`src/rtl/core/assert_macros.svh`:
```
// Assertion macros shared by the RTL of the core.
`ifndef ASSERT_MACROS_SVH
`define ASSERT_MACROS_SVH

// Checked on every rising edge of i_clk, switched off while reset is held.
`define ASSERT_CLK(label, prop, msg) \
    label: assert property (@(posedge i_clk) disable iff (!i_rst_n) prop) else $error(msg);

// Checked on every rising edge of i_clk, including while reset is held.
`define ASSERT_CLK_ALWAYS(label, prop, msg) \
    label: assert property (@(posedge i_clk) prop) else $error(msg);

`endif

```
`src/rtl/core/lssm_pkg.sv`:
```
// Shared types and fixed widths of the divisible-sum subsequence core.
`timescale 1ns / 1ps

package lssm_pkg;

    localparam int VALUE_W = 31;                 // width of an input value
    localparam int MOD_W   = 7;                  // width of the modulus register
    localparam int OUT_W   = 11;                 // width of the reported length
    localparam int CNT_W   = $clog2(VALUE_W);    // divide step counter

    typedef enum logic [2:0] {
        ST_IDLE,
        ST_DIV,
        ST_SWEEP,
        ST_DRAIN,
        ST_FIN
    } t_state;

endpackage

```
`src/rtl/core/lssm_ram.sv`:
```
// Generic simple dual-port RAM: one write port, two registered read ports.
`timescale 1ns / 1ps

module lssm_ram #(
    parameter int WIDTH = 8,
    parameter int DEPTH = 64
) (
    input  logic                     i_clk,
    input  logic                     i_we,
    input  logic [$clog2(DEPTH)-1:0] i_waddr,
    input  logic [WIDTH-1:0]         i_wdata,
    input  logic [$clog2(DEPTH)-1:0] i_raddr_a,
    input  logic [$clog2(DEPTH)-1:0] i_raddr_b,
    output logic [WIDTH-1:0]         o_rdata_a,
    output logic [WIDTH-1:0]         o_rdata_b
);

    logic [WIDTH-1:0] r_mem [DEPTH];

    always_ff @(posedge i_clk) begin
        if (i_we) begin
            r_mem[i_waddr] <= i_wdata;
        end
        o_rdata_a <= r_mem[i_raddr_a];
        o_rdata_b <= r_mem[i_raddr_b];
    end

endmodule

```
`src/rtl/core/longest_subsequence_sum_mod_k.sv`:
```
// Top level: streaming longest subsequence whose sum is divisible by k.
`timescale 1ns / 1ps
`include "assert_macros.svh"

//  Channel   Direction  Handshake                   Payload
//  -------   ---------  --------------------------  -----------------------
//  in        sink       i_in_valid / o_in_stall     i_value, i_last
//  out       source     o_out_valid / i_out_stall   o_best_length
//  cfg       sink       i_cfg_we                    i_cfg_wdata (modulus)
//
// Each request is accepted in the idle state and runs a bit-serial remainder,
// one divide step per bit of the value, then a sweep of all MAX_MOD table
// entries, one table entry per cycle through the shared compare/increment unit,
// a drain of the RAM read stage and a finishing step before it returns to
// idle; the next request is taken only in the idle state.
// Reset is synchronous and active low; it restores the empty table at once
// through the per-entry written flags, so there is no clearing pass.
// A stalled result waits in the output register; the next request is already taken
// in; only its finishing step, if it closes a sequence, waits until the output register is free.

module longest_subsequence_sum_mod_k
    import lssm_pkg::*;
#(
    parameter int MAX_MOD   = 64,
    parameter int MAX_ITEMS = 1024
) (
    input  logic               i_clk,
    input  logic               i_rst_n,
    // configuration
    input  logic               i_cfg_we,
    input  logic [MOD_W-1:0]   i_cfg_wdata,
    // input requests
    input  logic               i_in_valid,
    output logic               o_in_stall,
    input  logic [VALUE_W-1:0] i_value,
    input  logic               i_last,
    // results
    output logic               o_out_valid,
    input  logic               i_out_stall,
    output logic [OUT_W-1:0]   o_best_length
);

    // Index width of one table bank, width of the effective divisor, width of
    // a stored length, and the RAM holding both banks side by side.
    localparam int IW        = $clog2(MAX_MOD);
    localparam int KW        = $clog2(MAX_MOD + 1);
    localparam int CW        = (KW > MOD_W) ? KW : MOD_W;
    localparam int LW        = $clog2(MAX_ITEMS + 1);
    localparam int EW        = LW + 1;
    localparam int AW        = IW + 1;
    localparam int RAM_DEPTH = 2 ** AW;

    // Control state.
    t_state             r_state, n_state;
    logic [MOD_W-1:0]   r_modulus, n_modulus;
    logic               r_bank, n_bank;
    logic [RAM_DEPTH-1:0] r_wr, n_wr;
    logic               r_out_v, n_out_v;
    logic               r_p_v, n_p_v;
    logic [CNT_W-1:0]   r_cnt, n_cnt;
    logic [IW-1:0]      r_j, n_j;

    // Per-request data.
    logic [KW-1:0]      r_k, n_k;
    logic [VALUE_W-1:0] r_val, n_val;
    logic [IW-1:0]      r_rem, n_rem;
    logic               r_last, n_last;
    logic [LW-1:0]      r_ans, n_ans;
    logic [OUT_W-1:0]   r_out_len, n_out_len;

    // Read stage of the sweep: what was issued to the RAM last cycle.
    logic [IW-1:0]      r_p_idx, n_p_idx;
    logic               r_p_upd, n_p_upd;
    logic               r_p_wr_dst, n_p_wr_dst;
    logic               r_p_wr_src, n_p_wr_src;
    logic               r_p_src_zero, n_p_src_zero;

    // Combinational helpers.
    logic [CW-1:0]      mod_ext;
    logic [KW-1:0]      k_eff;
    logic [AW-1:0]      k_ext;
    logic [AW-1:0]      div_t;
    logic [AW-1:0]      j_ext;
    logic               j_in_range;
    logic [AW-1:0]      src_sum;
    logic [AW-1:0]      src_wrap;
    logic [IW-1:0]      src_idx;
    logic [AW-1:0]      raddr_a, raddr_b, waddr;
    logic [EW-1:0]      rd_a, rd_b, wdata;
    logic               ram_we;
    logic               dst_v, src_v;
    logic [LW-1:0]      dst_l, src_l;
    logic [LW:0]        cand_full;
    logic [LW-1:0]      cand_l;
    logic               take;
    logic               out_free;
    logic [LW+OUT_W-1:0] ans_ext;

    // Effective divisor: zero acts as one, values above MAX_MOD saturate.
    always_comb begin
        mod_ext = CW'(r_modulus);
        if (mod_ext == '0) begin
            k_eff = KW'(1);
        end else if (mod_ext > CW'(MAX_MOD)) begin
            k_eff = KW'(MAX_MOD);
        end else begin
            k_eff = KW'(mod_ext);
        end
    end

    // Datapath helpers. During the remainder phase div_t feeds one restoring
    // divide step; during the sweep the source index (j + r) mod k is formed with
    // a single compare and subtract while both j and r are below k, else it is j.
    assign k_ext      = AW'(r_k);
    assign div_t      = {r_rem, r_val[VALUE_W-1]};
    assign j_ext      = AW'(r_j);
    assign j_in_range = (j_ext < k_ext);
    assign src_sum    = j_ext + AW'(r_rem);
    assign src_wrap   = (src_sum >= k_ext) ? (src_sum - k_ext) : src_sum;
    assign src_idx    = j_in_range ? IW'(src_wrap) : r_j;

    // Reads come from the current bank, the updated entry goes to the other
    // one, so every read sees the table as it was before this request.
    assign raddr_a = {r_bank, r_j};
    assign raddr_b = {r_bank, src_idx};
    assign waddr   = {~r_bank, r_p_idx};
    assign ram_we  = r_p_v;

    lssm_ram #(
        .WIDTH (EW),
        .DEPTH (RAM_DEPTH)
    ) u_table (
        .i_clk     (i_clk),
        .i_we      (ram_we),
        .i_waddr   (waddr),
        .i_wdata   (wdata),
        .i_raddr_a (raddr_a),
        .i_raddr_b (raddr_b),
        .o_rdata_a (rd_a),
        .o_rdata_b (rd_b)
    );

    // An entry never written since the last clear reads as the empty table:
    // residue zero holds length zero, every other residue is unreachable.
    always_comb begin
        dst_v = r_p_wr_dst ? rd_a[LW] : (r_p_idx == '0);
        dst_l = r_p_wr_dst ? rd_a[LW-1:0] : '0;
        src_v = r_p_wr_src ? rd_b[LW] : r_p_src_zero;
        src_l = r_p_wr_src ? rd_b[LW-1:0] : '0;

        cand_full = {1'b0, src_l} + (LW+1)'(1);
        if (cand_full > (LW+1)'(MAX_ITEMS)) begin
            cand_l = LW'(MAX_ITEMS);
        end else begin
            cand_l = LW'(cand_full);
        end

        // Entries at or above k are carried over unchanged.
        take  = r_p_upd && src_v && (!dst_v || (cand_l > dst_l));
        wdata = take ? {1'b1, cand_l} : {dst_v, dst_l};
    end

    assign out_free = !r_out_v || !i_out_stall;
    assign ans_ext  = {{OUT_W{1'b0}}, r_ans};

    // Sequencer and next-state logic.
    always_comb begin
        n_state      = r_state;
        n_modulus    = r_modulus;
        n_bank       = r_bank;
        n_wr         = r_wr;
        n_out_v      = r_out_v;
        n_p_v        = 1'b0;
        n_cnt        = r_cnt;
        n_j          = r_j;
        n_k          = r_k;
        n_val        = r_val;
        n_rem        = r_rem;
        n_last       = r_last;
        n_ans        = r_ans;
        n_out_len    = r_out_len;
        n_p_idx      = r_p_idx;
        n_p_upd      = r_p_upd;
        n_p_wr_dst   = r_p_wr_dst;
        n_p_wr_src   = r_p_wr_src;
        n_p_src_zero = r_p_src_zero;

        if (i_cfg_we) begin
            n_modulus = i_cfg_wdata;
        end

        if (r_out_v && !i_out_stall) begin
            n_out_v = 1'b0;
        end

        // Write back of the read stage, and capture of the new residue zero
        // entry, which is the answer when this request closes a sequence.
        if (r_p_v) begin
            n_wr[waddr] = 1'b1;
            if (r_p_idx == '0) begin
                n_ans = wdata[LW] ? wdata[LW-1:0] : '0;
            end
        end

        case (r_state)
            ST_IDLE: begin
                if (i_in_valid) begin
                    n_val   = i_value;
                    n_last  = i_last;
                    n_k     = k_eff;
                    n_rem   = '0;
                    n_cnt   = CNT_W'(VALUE_W - 1);
                    n_state = ST_DIV;
                end
            end
            ST_DIV: begin
                if (div_t >= k_ext) begin
                    n_rem = IW'(div_t - k_ext);
                end else begin
                    n_rem = IW'(div_t);
                end
                n_val = {r_val[VALUE_W-2:0], 1'b0};
                n_cnt = r_cnt - CNT_W'(1);
                if (r_cnt == '0) begin
                    n_j     = '0;
                    n_state = ST_SWEEP;
                end
            end
            ST_SWEEP: begin
                n_p_v        = 1'b1;
                n_p_idx      = r_j;
                n_p_upd      = j_in_range;
                n_p_wr_dst   = r_wr[raddr_a];
                n_p_wr_src   = r_wr[raddr_b];
                n_p_src_zero = (src_idx == '0);
                n_j          = r_j + IW'(1);
                if (r_j == IW'(MAX_MOD - 1)) begin
                    n_state = ST_DRAIN;
                end
            end
            ST_DRAIN: begin
                n_state = ST_FIN;
            end
            ST_FIN: begin
                if (!r_last) begin
                    n_bank  = ~r_bank;
                    n_state = ST_IDLE;
                end else if (out_free) begin
                    n_bank    = ~r_bank;
                    n_wr      = '0;
                    n_out_v   = 1'b1;
                    n_out_len = ans_ext[OUT_W-1:0];
                    n_state   = ST_IDLE;
                end
            end
            default: begin
                n_state = ST_IDLE;
            end
        endcase
    end

    // Control registers.
    always_ff @(posedge i_clk) begin
        if (!i_rst_n) begin
            r_state   <= ST_IDLE;
            r_modulus <= MOD_W'(1);
            r_bank    <= 1'b0;
            r_wr      <= '0;
            r_out_v   <= 1'b0;
            r_p_v     <= 1'b0;
            r_cnt     <= '0;
            r_j       <= '0;
        end else begin
            r_state   <= n_state;
            r_modulus <= n_modulus;
            r_bank    <= n_bank;
            r_wr      <= n_wr;
            r_out_v   <= n_out_v;
            r_p_v     <= n_p_v;
            r_cnt     <= n_cnt;
            r_j       <= n_j;
        end
    end

    // Payload registers.
    always_ff @(posedge i_clk) begin
        r_k          <= n_k;
        r_val        <= n_val;
        r_rem        <= n_rem;
        r_last       <= n_last;
        r_ans        <= n_ans;
        r_out_len    <= n_out_len;
        r_p_idx      <= n_p_idx;
        r_p_upd      <= n_p_upd;
        r_p_wr_dst   <= n_p_wr_dst;
        r_p_wr_src   <= n_p_wr_src;
        r_p_src_zero <= n_p_src_zero;
    end

    assign o_in_stall    = (r_state != ST_IDLE);
    assign o_out_valid   = r_out_v;
    assign o_best_length = r_out_len;

    // The sweep must never overwrite the bank it is reading from.
    `ASSERT_CLK(a_write_other_bank, ram_we |-> (waddr[IW] != r_bank), "write hit the read bank")
    // The remainder is fully reduced before the sweep uses it.
    `ASSERT_CLK(a_rem_reduced, (r_state == ST_SWEEP) |-> (AW'(r_rem) < k_ext), "remainder not below k")
    // The read stage is empty when the table may be cleared.
    `ASSERT_CLK(a_fin_drained, (r_state == ST_FIN) |-> !r_p_v, "write pending at finish")
    // A new result only appears from the finishing step.
    `ASSERT_CLK(a_out_from_fin, $rose(r_out_v) |-> ($past(r_state) == ST_FIN), "stray result")

endmodule
```
`config.mk`:
```
export PLATFORM = sky130hd
export DESIGN_NAME = longest_subsequence_sum_mod_k
export DESIGN_NICKNAME = d
export VERILOG_FILES = /design/src/rtl/core/lssm_pkg.sv /design/src/rtl/core/lssm_ram.sv /design/src/rtl/core/longest_subsequence_sum_mod_k.sv
export VERILOG_INCLUDE_DIRS = /design/src /design/src/rtl/core
export SDC_FILE = /design/constraint.sdc
export NUM_CORES = 2
export LEC_CHECK = 0
export BUFFER_PORTS_ARGS = -buffer_cell sky130_fd_sc_hd__buf_2
export CORE_MARGIN = 10
export CORE_UTILIZATION = 28
export DETAILED_ROUTE_END_ITERATION = 7
export PLACE_DENSITY = 0.5
export SLEW_MARGIN = 20
export SYNTH_ARGS = -nofsm -noshare
export SYNTH_HDL_FRONTEND = slang
export SYNTH_SLANG_ARGS = --single-unit
```
`constraint.sdc`:
```
create_clock -name i_clk -period 18.3 [get_ports i_clk]
set_input_delay 2.745 -clock i_clk [delete_from_list [all_inputs] [get_ports i_clk]]
set_output_delay 2.745 -clock i_clk [all_outputs]
set_load 0.02 [all_outputs]
```
==> results.md <==
* TritonCTS buffer count at approximately 190
* Final max-slew violation count at 0
* Post-synth design cell area at around 84000 um2
* Crit path launch: r_j[1]
* Post-synthesis simple-gate area fraction at 0.0709
* Antenna violations before repair at 16
* Worst slew pin tran at between 1000 and 1500 ps
* DR vias at between 50000 and 60000
* Clock Tree Root: clkbuf_16
* Worst EP arrival at around 9000 ps
* Post-synth top area share at 0.580
* Gpl congestion at ~0.84
* I/O pin cnt at 57
* Fraction of registers with async set/reset at 0
* Synth Register Bits at 1789
* DRC violations left at 0
* HPWL after DPL at between 150000 and 200000 um
* Syn Nets at around 5400
* Die W at 566 um
* Crit share post-route at 0.454
* CTS clk-pin slew, worst paths at about 60 ps
* Final Power at approximately 17 mW
* Post-Route Utilization at 0.322
* Starting DRT DRC Count at ~7000
* Post-synth EDFFs at around 1600
* Final Hold Fails at 0
* Core Box Area at roughly 300000 um2
* WL/cell at ~31 um
* Postcts setup bufs at 0
* Critical R2R Launch: r_j[1]
* Dpl cell area at a little under 90000 um2
* XOR/XNOR Fraction of Synth Area at 0.00252
* CP Data Required Time at about 19000 ps
* First-pass GRT wire length at 414000 um
* Vias in the first global route at about 52000
* Final setup TNS at 0 ps
* Mapped Avg Cell Area at roughly 16 um2
* Crit Path Max Fanout at roughly 130
* Share of cells above drive strength 1 at 0.228
* Final Skew at 39.5 ps
* Largest family of logic cells by synthesized area: multiplexers
* Slew margin rel. at 0.190
* Die footprint at ~320000 um2
* Cell variety after synth at a little under 70
* Port buffer count at 56
* Synth top area cells: edfxtp_1, mux4_2, dfxtp_1, mux2i_1, nand2_1
* Hold Crit Start: r_ans[0]
* CTS tree: built
* H-tree levels at 4
* Clk buf depth at 3
* Seq/Total Area, Yosys at 0.622
* Die Span Y at 566 um
* CTS Hold Bufs at 0
* Total number of yosys warnings at 0
* Adder-Cell Fraction of Synth Area at 0.00686
* Largest net degree at the start of global routing at 143
* Power per cell area at ~180 nW/um2
* Compound-Gate Fraction of Synth Area at 0.0614
* DR pass1 iterations at 6
* Post-synth top area cell: edfxtp_1
* Worst min path class: reg -> reg
* Standby leakage power at ~30 nW
* RSZ-0062 raised after global routing: false
* CTS sink count at between 1500 and 2000
* Vias per inst at approximately 5.6
* Starting Density at 0.281
* Clk_lat worst skew at 860 ps
* Prevailing post-synth register cell: edfxtp_1
* Antenna-violating nets left at 0
* Post-synthesis mux area share at 0.213
* Post-Syn Instances at 5358
* Final net count at 5531
* Row count at 200
* Total GRT Usage at 0.178
* Final instance area at about 96000 um2
* CTS-repair resized insts at 0
* GRT overflow at 0
* Max Cap Viol at 0
* Crit path time final at about 8300 ps
* Kind of critical path: reg -> reg
* Final setup vio count at 0
* Status: completed
* Startpoint class of the critical path: flip-flop
* Worst Setup End Kind: flip-flop
* Synth-to-Final Area Change at 14.5%
* Total Wirelength at a little under 300000 um
* Maximum vdd drop at roughly 0.00023 V
* Achievable clock frequency at between 100 and 150 MHz
==> per-stage QoR <==
stage	std cells	worst slack (ps)	hold WS, ps
after detailed placement	9185	10090	405
final	9556	9980	418
after global routing	9549	9740	426
after floorplan	5358	8430	400
after CTS	9546	10030	418
after global placement	9184	10140	410
==> Yosys cell counts, types with 6 or more instances <==
library cell,count
mux4_2,627
nand2_1,845
a22o_1,23
mux2i_1,347
a2111oi_0,12
xnor2_1,14
and3_1,6
or3_1,6
o21a_1,133
and2_1,9
xor2_1,10
o22ai_1,85
nand4_1,28
nor3_1,22
ha_1,41
a32o_1,36
buf_1,72
edfxtp_1,1613
buf_2,88
a22oi_1,14
a211o_1,12
buf_4,31
nor2b_1,16
nor2_1,187
o21ai_0,23
a21oi_1,31
a32oi_1,119
mux2_2,17
a31oi_1,66
o2111ai_1,11
a221oi_1,12
o31ai_1,18
inv_1,30
nand4b_1,14
a21o_1,9
clkbuf_1,198
nand2b_1,7
nand3_1,246
dfxtp_1,176
a221o_1,26
buf_6,13
a211oi_1,16
==> metal layers <==
metal	up-vias	share of wire	track usage
li1	21786	-	-
met1	28380	0.41	0.240
met2	2711	0.46	0.282
met3	548	0.088	0.0358
met4	12	0.040	0.0670
met5	-	0.00026	0
==> registers in the layout, indices dropped and copies added, names as in the netlist, 7 cells and up <==
| signal | cells |
|---|---|
| u_table.o_rdata_b | 12 |
| mod_ext | 7 |
| r_val | 31 |
| o_best_length | 11 |
| k_ext | 7 |
| u_table.o_rdata_a | 12 |
| u_table.r_mem | 1536 |
| r_ans | 11 |
| r_wr | 128 |
==> final cells by class <==
| cell class | instances | area [um2] |
|---|---|---|
| Fill cell | 28664 | 201000 |
| Multi-Input combinational cell | 3135 | 30000 |
| Sequential cell | 1789 | 52000 |
| Inverter | 32 | 120 |
| Clock buffer | 262 | 5430 |
| Antenna cell | 8 | 20.0 |
| Clock inverter | 99 | 1040 |
| Timing Repair Buffer | 292 | 2200 |
| Tap cell | 3939 | 4930 |
==> worst max-delay path, stage by stage (launching register included) <==
cell and delay [ps]:
dfxtp_4 930, inv_1 360, fa_1 530, nand2b_1 160, o2bb2ai_1 150, xnor2_1 230
ha_1 350, a211oi_2 250, nor2_1 110, or3_1 340, o221ai_2 240, and2_4 550
buf_12 520, buf_12 660, buf_4 760, mux4_2 590, a22o_1 240, a31oi_1 630
o2111ai_1 210
==> cell families after synthesis <==
family | Yosys count
AO/OA/AOI/OAI | 669
AND/OR/NAND/NOR | 1405
buffers and inverters | 434
multiplexers | 993
XOR/XNOR | 24
flip-flops | 1789
adder cells (fa/ha/maj) | 44
==> power by group <==
part	leakage, nW	total, mW	switching [mW]	internal, mW
Sequential	16.2	5.18	0.101	5.08
Combinational	11.0	8.29	5.81	2.48
Clock	3.17	4.01	1.67	2.34
==> worst paths after layout <==
check	depth (start not counted)	slack (ps)	endpoint
setup / recovery	18	9980	u_table.o_rdata_b[1]
hold / removal	0	420	o_best_length[0]
setup reg to reg	18	9980	u_table.o_rdata_b[1]
hold reg to reg	0	420	o_best_length[0]
==> cells in the final DEF (no fill, tap or decap), types with 15 or more instances in the layout <==
cell,count
o22ai_1,85
a21oi_1,31
o21ai_0,15
nor3_1,22
mux2i_1,347
clkbuf_1,43
nand4_1,28
a32o_1,36
buf_2,56
edfxtp_1,1613
a32oi_1,119
o21a_1,133
bufinv_16,19
buf_4,225
ha_1,41
inv_1,30
a22o_1,23
dfxtp_1,170
nand3_1,245
nand2_1,839
mux4_2,627
mux2_2,17
clkinv_1,36
a221o_1,26
a31oi_1,66
clkinv_2,30
nor2_1,180
clkbuf_8,19
clkbuf_16,200
nor2b_1,16
Note: power is estimated with default switching activity, not from simulation.
